`src/design/tpd_pkg.sv`:
```
// Shared types and constants of the tilt position detector.
package tpd_pkg;

  localparam int unsigned DEPTH_DEF       = 8;
  localparam int unsigned SAMPLE_BITS_DEF = 14;
  localparam int unsigned QUEUE_DEPTH     = 2;

  localparam int unsigned AVG_BITS  = 14;
  localparam int unsigned THR_BITS  = 14;
  localparam int unsigned HYST_BITS = 12;
  localparam int unsigned HOLD_BITS = 8;
  localparam int unsigned ADDR_BITS = 4;
  localparam int unsigned DATA_BITS = 32;

  localparam logic [THR_BITS-1:0]  THR_POS_RST = 14'd1638;
  localparam logic [THR_BITS-1:0]  THR_NEG_RST = 14'h399A; // -1638
  localparam logic [HYST_BITS-1:0] HYST_RST    = 12'd42;
  localparam logic [HOLD_BITS-1:0] HOLD_RST    = 8'd0;
  localparam logic [HOLD_BITS-1:0] CNT_MAX     = 8'hFF;

  typedef enum logic [1:0] {
    POS_NONE  = 2'd0,
    POS_SIDE0 = 2'd1,
    POS_SIDE1 = 2'd2
  } pos_e;

  typedef enum logic [1:0] {
    REG_THR_POS = 2'd0,
    REG_THR_NEG = 2'd1,
    REG_HYST    = 2'd2,
    REG_HOLD    = 2'd3
  } reg_e;

  typedef struct packed {
    logic [THR_BITS-1:0]  thr_pos;
    logic [THR_BITS-1:0]  thr_neg;
    logic [HYST_BITS-1:0] hyst;
    logic [HOLD_BITS-1:0] hold;
  } cfg_t;

endpackage

```
`src/design/tpd_front.sv`:
```
// Front end: sample ring memory, write index and old-sample fetch.
module tpd_front #(
  parameter int unsigned DEPTH       = tpd_pkg::DEPTH_DEF,
  parameter int unsigned SAMPLE_BITS = tpd_pkg::SAMPLE_BITS_DEF
) (
  input  logic                   clk_i,
  input  logic                   rst_ni,
  input  logic                   in_valid_i,
  output logic                   in_ready_o,
  input  logic [SAMPLE_BITS-1:0] sample_i,
  output logic                   push_o,
  input  logic                   push_ready_i,
  output logic [SAMPLE_BITS-1:0] push_sample_o,
  output logic [SAMPLE_BITS-1:0] push_old_o
);

  localparam int unsigned K = $clog2(DEPTH);

  logic [SAMPLE_BITS-1:0] mem_q [DEPTH];
  logic [DEPTH-1:0]       vld_q;
  logic [K-1:0]           idx_q;
  logic                   fv_q;
  logic [SAMPLE_BITS-1:0] smp_q;
  logic [SAMPLE_BITS-1:0] rd_q;
  logic                   rd_vld_q;
  logic                   acc;

  assign in_ready_o = !fv_q || push_ready_i;
  assign acc        = in_valid_i && in_ready_o;
  assign push_o     = fv_q;

  always_ff @(posedge clk_i) begin
    if (acc) begin
      rd_q          <= mem_q[idx_q];
      mem_q[idx_q]  <= sample_i;
      smp_q         <= sample_i;
    end
  end

  always_ff @(posedge clk_i or negedge rst_ni) begin
    if (!rst_ni) begin
      vld_q    <= '0;
      idx_q    <= '0;
      fv_q     <= 1'b0;
      rd_vld_q <= 1'b0;
    end else begin
      if (acc) begin
        rd_vld_q     <= vld_q[idx_q];
        vld_q[idx_q] <= 1'b1;
        idx_q        <= K'(idx_q + 1'b1);
        fv_q         <= 1'b1;
      end else if (push_ready_i) begin
        fv_q <= 1'b0;
      end
    end
  end

  assign push_sample_o = smp_q;
  assign push_old_o    = rd_vld_q ? rd_q : '0;

endmodule

```
`src/design/tpd_fifo.sv`:
```
// Two-entry queue between front and back end.
module tpd_fifo #(
  parameter int unsigned WIDTH = 2 * tpd_pkg::SAMPLE_BITS_DEF
) (
  input  logic             clk_i,
  input  logic             rst_ni,
  input  logic             push_i,
  output logic             push_ready_o,
  input  logic [WIDTH-1:0] push_data_i,
  output logic             pop_valid_o,
  input  logic             pop_i,
  output logic [WIDTH-1:0] pop_data_o
);

  localparam int unsigned PW = $clog2(tpd_pkg::QUEUE_DEPTH);

  logic [WIDTH-1:0] buf_q [tpd_pkg::QUEUE_DEPTH];
  logic [PW-1:0]    wp_q;
  logic [PW-1:0]    rp_q;
  logic [PW:0]      cnt_q;
  logic             do_push;
  logic             do_pop;

  assign push_ready_o = cnt_q < (PW+1)'(tpd_pkg::QUEUE_DEPTH);
  assign pop_valid_o  = cnt_q != '0;
  assign do_push      = push_i && push_ready_o;
  assign do_pop       = pop_i && pop_valid_o;
  assign pop_data_o   = buf_q[rp_q];

  always_ff @(posedge clk_i) begin
    if (do_push) begin
      buf_q[wp_q] <= push_data_i;
    end
  end

  always_ff @(posedge clk_i or negedge rst_ni) begin
    if (!rst_ni) begin
      wp_q  <= '0;
      rp_q  <= '0;
      cnt_q <= '0;
    end else begin
      if (do_push) begin
        wp_q <= PW'(wp_q + 1'b1);
      end
      if (do_pop) begin
        rp_q <= PW'(rp_q + 1'b1);
      end
      if (do_push && !do_pop) begin
        cnt_q <= cnt_q + 1'b1;
      end else if (do_pop && !do_push) begin
        cnt_q <= cnt_q - 1'b1;
      end
    end
  end

endmodule

```
`src/design/tpd_back.sv`:
```
// Back end: running sum, average, hysteresis classification, hold counter and output register.
module tpd_back #(
  parameter int unsigned DEPTH       = tpd_pkg::DEPTH_DEF,
  parameter int unsigned SAMPLE_BITS = tpd_pkg::SAMPLE_BITS_DEF
) (
  input  logic                          clk_i,
  input  logic                          rst_ni,
  input  tpd_pkg::cfg_t                 cfg_i,
  input  logic                          pop_valid_i,
  output logic                          pop_o,
  input  logic [SAMPLE_BITS-1:0]        smp_i,
  input  logic [SAMPLE_BITS-1:0]        old_i,
  output logic                          out_valid_o,
  input  logic                          out_ready_i,
  output logic [tpd_pkg::AVG_BITS-1:0]  average_o,
  output logic [1:0]                    position_o,
  output logic                          changed_o
);

  localparam int unsigned K     = $clog2(DEPTH);
  localparam int unsigned SUM_W = SAMPLE_BITS + K;
  localparam int unsigned CMP_W = ((SAMPLE_BITS > tpd_pkg::THR_BITS) ?
                                   SAMPLE_BITS : tpd_pkg::THR_BITS) + 2;

  logic signed [SUM_W-1:0]       sum_q, sum_d;
  tpd_pkg::pos_e                 held_q, held_d;
  logic [tpd_pkg::HOLD_BITS-1:0] cnt_q, cnt_d, cnt_inc;
  logic                          ov_q;
  logic [tpd_pkg::AVG_BITS-1:0]  avg_q;
  logic                          chg_q, chg_d;
  logic signed [SAMPLE_BITS-1:0] smp_s, old_s, avg;
  logic signed [CMP_W-1:0]       avg_x, thr_p, thr_n, hy_x, tp, tn;
  tpd_pkg::pos_e                 cls;
  logic                          take;

  assign pop_o = !ov_q || out_ready_i;
  assign take  = pop_o && pop_valid_i;

  always_comb begin
    smp_s = $signed(smp_i);
    old_s = $signed(old_i);
    sum_d = sum_q + SUM_W'(smp_s) - SUM_W'(old_s);
    avg   = $signed(sum_d[SUM_W-1:K]);
    avg_x = CMP_W'(avg);
    thr_p = CMP_W'($signed(cfg_i.thr_pos));
    thr_n = CMP_W'($signed(cfg_i.thr_neg));
    hy_x  = (held_q != tpd_pkg::POS_NONE) ? CMP_W'($signed({1'b0, cfg_i.hyst})) : '0;
    tp    = thr_p - hy_x;
    tn    = thr_n + hy_x;
    if (avg_x > tp) begin
      cls = tpd_pkg::POS_SIDE0;
    end else if (avg_x < tn) begin
      cls = tpd_pkg::POS_SIDE1;
    end else begin
      cls = tpd_pkg::POS_NONE;
    end
    cnt_inc = (cnt_q == tpd_pkg::CNT_MAX) ? cnt_q : cnt_q + 1'b1;
    held_d  = held_q;
    chg_d   = 1'b0;
    if (cls == held_q) begin
      cnt_d = '0;
    end else begin
      cnt_d = cnt_inc;
      if (cnt_inc > cfg_i.hold) begin
        held_d = cls;
        chg_d  = 1'b1;
      end
    end
  end

  always_ff @(posedge clk_i) begin
    if (take) begin
      avg_q <= avg_x[tpd_pkg::AVG_BITS-1:0];
      chg_q <= chg_d;
    end
  end

  always_ff @(posedge clk_i or negedge rst_ni) begin
    if (!rst_ni) begin
      sum_q  <= '0;
      held_q <= tpd_pkg::POS_NONE;
      cnt_q  <= tpd_pkg::CNT_MAX;
      ov_q   <= 1'b0;
    end else begin
      if (take) begin
        sum_q  <= sum_d;
        held_q <= held_d;
        cnt_q  <= cnt_d;
        ov_q   <= 1'b1;
      end else if (out_ready_i) begin
        ov_q <= 1'b0;
      end
    end
  end

  assign out_valid_o = ov_q;
  assign average_o   = avg_q;
  assign position_o  = held_q;
  assign changed_o   = chg_q;

endmodule

```
`src/design/tilt_position_detector.sv`:
```
// Top level of the tilt position detector: config registers and datapath wiring.
//
// One signed axis sample is taken per input beat (in_valid_i/in_ready_o) and
// one result beat (out_valid_o/out_ready_i) comes back for it, carrying the
// moving average of the last DEPTH samples, the held position and a changed
// flag. Results keep input order.
// Throughput is one beat per cycle while the receiver takes results. After the
// input accept the beat loads the front register (ring read), then moves into
// the two-entry queue, then loads the output register behind the running-sum
// and threshold logic, which raises result valid.
// When the receiver stalls, the result holds and input keeps flowing until
// the queue and the front register fill, then in_ready_o drops.
// Reset clears the ring (per-entry valid bits), the running sum, the held
// position (none) and sets the mismatch counter to its maximum; registers
// return to thresholds +1638/-1638, hysteresis 42, hold 0.
// Registers sit on the APB port at byte addresses 0, 4, 8, 12; write only
// while idle. pready is always high.
module tilt_position_detector #(
  parameter int unsigned DEPTH       = tpd_pkg::DEPTH_DEF,
  parameter int unsigned SAMPLE_BITS = tpd_pkg::SAMPLE_BITS_DEF
) (
  input  logic                            clk_i,
  input  logic                            rst_ni,
  input  logic                            in_valid_i,
  output logic                            in_ready_o,
  input  logic [SAMPLE_BITS-1:0]          sample_i,
  output logic                            out_valid_o,
  input  logic                            out_ready_i,
  output logic [tpd_pkg::AVG_BITS-1:0]    average_o,
  output logic [1:0]                      position_o,
  output logic                            changed_o,
  input  logic                            psel,
  input  logic                            penable,
  input  logic                            pwrite,
  input  logic [tpd_pkg::ADDR_BITS-1:0]   paddr,
  input  logic [tpd_pkg::DATA_BITS-1:0]   pwdata,
  output logic [tpd_pkg::DATA_BITS-1:0]   prdata,
  output logic                            pready
);

  tpd_pkg::cfg_t          cfg_q;
  tpd_pkg::reg_e          ridx;
  logic                   wr;
  logic                   push, push_ready, pop_valid, pop;
  logic [SAMPLE_BITS-1:0] push_smp, push_old, pop_smp, pop_old;

  assign pready = 1'b1;
  assign ridx   = tpd_pkg::reg_e'(paddr[3:2]);
  assign wr     = psel && penable && pwrite && pready;

  always_ff @(posedge clk_i or negedge rst_ni) begin
    if (!rst_ni) begin
      cfg_q.thr_pos <= tpd_pkg::THR_POS_RST;
      cfg_q.thr_neg <= tpd_pkg::THR_NEG_RST;
      cfg_q.hyst    <= tpd_pkg::HYST_RST;
      cfg_q.hold    <= tpd_pkg::HOLD_RST;
    end else if (wr) begin
      case (ridx)
        tpd_pkg::REG_THR_POS: cfg_q.thr_pos <= pwdata[tpd_pkg::THR_BITS-1:0];
        tpd_pkg::REG_THR_NEG: cfg_q.thr_neg <= pwdata[tpd_pkg::THR_BITS-1:0];
        tpd_pkg::REG_HYST:    cfg_q.hyst    <= pwdata[tpd_pkg::HYST_BITS-1:0];
        tpd_pkg::REG_HOLD:    cfg_q.hold    <= pwdata[tpd_pkg::HOLD_BITS-1:0];
        default: ;
      endcase
    end
  end

  always_comb begin
    case (ridx)
      tpd_pkg::REG_THR_POS: prdata = tpd_pkg::DATA_BITS'(cfg_q.thr_pos);
      tpd_pkg::REG_THR_NEG: prdata = tpd_pkg::DATA_BITS'(cfg_q.thr_neg);
      tpd_pkg::REG_HYST:    prdata = tpd_pkg::DATA_BITS'(cfg_q.hyst);
      tpd_pkg::REG_HOLD:    prdata = tpd_pkg::DATA_BITS'(cfg_q.hold);
      default:              prdata = '0;
    endcase
  end

  tpd_front #(
    .DEPTH       (DEPTH),
    .SAMPLE_BITS (SAMPLE_BITS)
  ) u_front (
    .clk_i         (clk_i),
    .rst_ni        (rst_ni),
    .in_valid_i    (in_valid_i),
    .in_ready_o    (in_ready_o),
    .sample_i      (sample_i),
    .push_o        (push),
    .push_ready_i  (push_ready),
    .push_sample_o (push_smp),
    .push_old_o    (push_old)
  );

  tpd_fifo #(
    .WIDTH (2 * SAMPLE_BITS)
  ) u_fifo (
    .clk_i        (clk_i),
    .rst_ni       (rst_ni),
    .push_i       (push),
    .push_ready_o (push_ready),
    .push_data_i  ({push_smp, push_old}),
    .pop_valid_o  (pop_valid),
    .pop_i        (pop),
    .pop_data_o   ({pop_smp, pop_old})
  );

  tpd_back #(
    .DEPTH       (DEPTH),
    .SAMPLE_BITS (SAMPLE_BITS)
  ) u_back (
    .clk_i       (clk_i),
    .rst_ni      (rst_ni),
    .cfg_i       (cfg_q),
    .pop_valid_i (pop_valid),
    .pop_o       (pop),
    .smp_i       (pop_smp),
    .old_i       (pop_old),
    .out_valid_o (out_valid_o),
    .out_ready_i (out_ready_i),
    .average_o   (average_o),
    .position_o  (position_o),
    .changed_o   (changed_o)
  );

endmodule

```
`config.mk`:
```
export PLATFORM = sky130hd
export DESIGN_NAME = tilt_position_detector
export DESIGN_NICKNAME = d
export VERILOG_FILES = /design/src/design/tpd_pkg.sv /design/src/design/tpd_front.sv /design/src/design/tpd_fifo.sv /design/src/design/tpd_back.sv /design/src/design/tilt_position_detector.sv
export SDC_FILE = /design/constraint.sdc
export NUM_CORES = 1
export LEC_CHECK = 0
export BUFFER_PORTS_ARGS = -buffer_cell sky130_fd_sc_hd__buf_4
export CAP_MARGIN = 10
export CORE_MARGIN = 2
export CORE_UTILIZATION = 55
export CTS_BUF_LIST = sky130_fd_sc_hd__clkbuf_16
export DETAILED_ROUTE_END_ITERATION = 8
export PLACE_DENSITY = 0.74
export SLEW_MARGIN = 10
export SYNTH_ARGS = -nofsm -noshare
export SYNTH_HDL_FRONTEND = slang
export SYNTH_HIERARCHICAL = 1
export SYNTH_SLANG_ARGS = --single-unit
```
`constraint.sdc`:
```
create_clock -name clk_i -period 6.7 [get_ports clk_i]
set_input_delay 0.335 -clock clk_i [delete_from_list [all_inputs] [get_ports clk_i]]
set_output_delay 0.335 -clock clk_i [all_outputs]
set_load 0.02 [all_outputs]
```
==> results.json <==
{
  "outcome": "complete, no violations",
  "clock_tree.buffer_depth": 3,
  "viasPerCell": 5.59,
  "use_met2_pct": 35.5,
  "grt_max_degree": 80,
  "drc": 0,
  "clock-root-buffer": "clkbuf_16",
  "die_height_um": 173,
  "r2r_setup_slack_ps": 390,
  "cts.sinks": 304,
  "layout_commonest_cell": "edfxtp_1",
  "rows": 61,
  "overflow": 0,
  "syn_area_um2": 15700,
  "drive_gt1_share_pct": 23.3,
  "syn_avg_cell_area_um2": 13.1,
  "gp_congestion": 0.847,
  "cpMostUsedCell": "a21oi_1",
  "clkSlewWorstSetupHoldPaths_ps": 60,
  "wire_per_inst_um": 18.1,
  "first_pass_iters": 5,
  "worstPathArrival_ps": 6760,
  "track_usage_pct": 20.6,
  "worstPathRequired_ps": 7150,
  "ys_ff_latch": 304,
  "critPathCaptureType": "flop",
  "tightest_slew_ps": 1200,
  "fin_setup_tns_ps": 0,
  "syn2layout_area_growth_pct": 12.9,
  "crit_path_max_fanout": 28,
  "crit_path_cell_trace": "buf_12, mux2_2, fa_1, fa_1, nand2b_1, a21oi_1, o22ai_2, o21ai_0, a21o_1, a21o_1, a21oi_1, o21bai_1, a21oi_1, xnor2_1, ha_1, and4_2, nand3_1, mux2i_1, a41oi_2, o211a_1, a21oi_2, mux2i_1, nand2_1, o41ai_1",
  "cts_tree": "done",
  "clk_latency_ps": 570,
  "antenna_found_initial": 0,
  "place_area_um2": 16500,
  "ys_types": 87,
  "fin_crit_ps": 6310,
  "start_util_pct": 56.1,
  "crit_path_top_delay_cell": "fa_1",
  "drv_cap": 0,
  "finalMaxSlewViolations": 0,
  "skew_ps": 10.9,
  "ys_warn_count": 6,
  "groute.layer.met1.usage_pct": 28.1,
  "netlist_instances": 1199,
  "dieArea_um2": 29800,
  "max_slew_margin_pct": 19.8,
  "cts_made_buffers": 31,
  "vias": 9515,
  "cp-start-kind": "flop",
  "ios": 109,
  "async_flop_share_pct": 30.6,
  "path_class": "flop to flop",
  "crit_buf_inv": 1,
  "hp-class": "primary input to flop",
  "grt.busiest_layer": "met2",
  "finalHoldViolCount": 0,
  "cpPeakStageDelay_ps": 510,
  "cp_top_family": "compound AO/OA/AOI/OAI gates",
  "die-width_um": 173,
  "hpwl_um": 21400,
  "cts_htree_levels": 1,
  "synth-main-ff-cell": "edfxtp_1",
  "stdcell_area_um2": 17700,
  "grt_pass1_wl_um": 49800,
  "max_freq_mhz": 159,
  "rsz0062_at_grt": "no",
  "grt_pass1_vias": 9407,
  "wirelength_um": 30800,
  "diodes": 0,
  "drt_iter0_drc": 555,
  "io_buffers": 69,
  "period_share_pct": 94.1,
  "setup_violations": 0,
  "grt_util_met3_pct": 2.79,
  "num-nets-final": 1450,
  "ant_nets": 0,
  "core-area_um2": 27900,
  "yosysSeqAreaShare_pct": 55.5,
  "synth-edff-count": 211,
  "final_cell_mix": "edfxtp_1 (211), inv_1 (108), buf_4 (88)"
}
==> timing repair <==
| item | 4_1_cts | 5_1_grt |
|---|---|---|
| endpoints found under the setup margin | 0 | 1 |
| endpoints found under the hold margin | 54 | 12 |
| hold buffers | 12 | 3 |
| gates resized for setup | 0 | 1 |
| buffers inserted | 0 | 0 |
==> cell usage after synthesis, types with 7 or more instances <==
library cell,instances,area share [%]
xor2_1,17,0.95
xnor2_1,29,1.6
o22ai_1,9,0.36
nand3_1,19,0.61
buf_2,13,0.42
nor2b_1,14,0.56
o21ai_0,47,1.5
a21o_1,12,0.58
a211oi_1,8,0.38
mux4_2,9,1.3
a22oi_1,18,0.86
nor3_1,10,0.32
ha_1,76,6.1
nand2b_1,13,0.52
a221oi_1,11,0.61
dfstp_2,25,4.2
o211ai_1,8,0.38
inv_1,103,2.5
mux2_4,21,2.0
mux2i_1,14,0.89
buf_4,25,1.2
dfrtp_1,68,11
o21a_1,9,0.43
buf_6,7,0.50
nor2_1,45,1.1
a21oi_1,40,1.3
o21bai_1,11,0.53
fa_1,18,2.3
and2_1,17,0.68
nand2_1,75,1.8
edfxtp_1,211,40
mux2_2,86,6.2
==> metrics by stage <==
step | worst slack, ps | instances | hold WS (ps) | util (%)
2_1_floorplan | 1080 | 1216 | 39.4 | -
3_3_place_gp | 447 | 1629 | 221 | 59.1
4_1_cts | 311 | 1699 | 0.402 | 63.2
6_report | 392 | 1702 | 15.3 | 63.3
5_1_grt | 3.25 | 1702 | 1.23 | 63.3
3_5_place_dp | 347 | 1629 | 224 | 59.1
==> routing by layer <==
| layer | routed length (µm) | vias to the layer above | part of all wire [%] |
|---|---|---|---|
| li1 | - | 4555 | - |
| met1 | 13600 | 4681 | 44 |
| met2 | 15200 | 238 | 49 |
| met3 | 1460 | 41 | 4.7 |
| met4 | 556 | 0 | 1.8 |
| met5 | 0 | - | 0 |
==> final cells by class <==
type,instances,area [µm²]
Sequential cell,304,8690
Inverter,105,394
Timing Repair Buffer,104,831
Fill cell,2124,10200
Tap cell,378,473
Multi-Input combinational cell,753,6280
Clock inverter,27,245
Clock buffer,31,776
==> sequential cells by signal, summed over array words and instances, names as in the netlist <==
name and cells:
u_front/mem_q 112, u_back/position_o 2, u_fifo/buf_q 56, u_back/changed_o 1, u_front/vld_q 8, u_back/average_o 14
cfg_q 48, u_front/rd_vld_q 1, u_fifo/rp_q 1, u_back/sum_q 17, u_back/out_valid_o 1, u_front/rd_q 14
u_front/push_o 1, u_fifo/wp_q 1, u_front/push_sample_o 14, u_fifo/cnt_q 2, u_back/cnt_q 8, u_front/idx_q 3
==> logic make-up after synthesis <==
kind of cell    count (synthesis)  synth area share, %
fa+ha+maj                      97                 8.56
other cells                     2               0.0479
compound gates                217                 9.60
flops                         304                 55.5
buf+inv                       159                 4.92
xor+xnor                       47                 2.72
mux                           134                 10.9
simple gates                  239                 7.72
==> worst paths after layout <==
path,startpoint,end,cells past startpoint
max,u_fifo/rp_q$_DFFE_PN0P_,u_back/cnt_q[2]$_DFFE_PN1P_,24
min,sample_i[1],u_front/mem_q[6][1]$_DFFE_PP_,1
max reg2reg,u_fifo/rp_q$_DFFE_PN0P_,u_back/cnt_q[2]$_DFFE_PN1P_,24
min reg2reg,u_front/push_sample_o[11]$_DFFE_PP_,u_fifo/buf_q[1][25]$_DFFE_PP_,0
max in group asynchronous,rst_ni,u_fifo/rp_q$_DFFE_PN0P_,3
min in group asynchronous,rst_ni,u_back/sum_q[6]$_DFFE_PN0P_,2
Power is left out: the tool's default activity adds up to more than one toggle a clock period on the data nets, which glitch-free logic cannot reach.
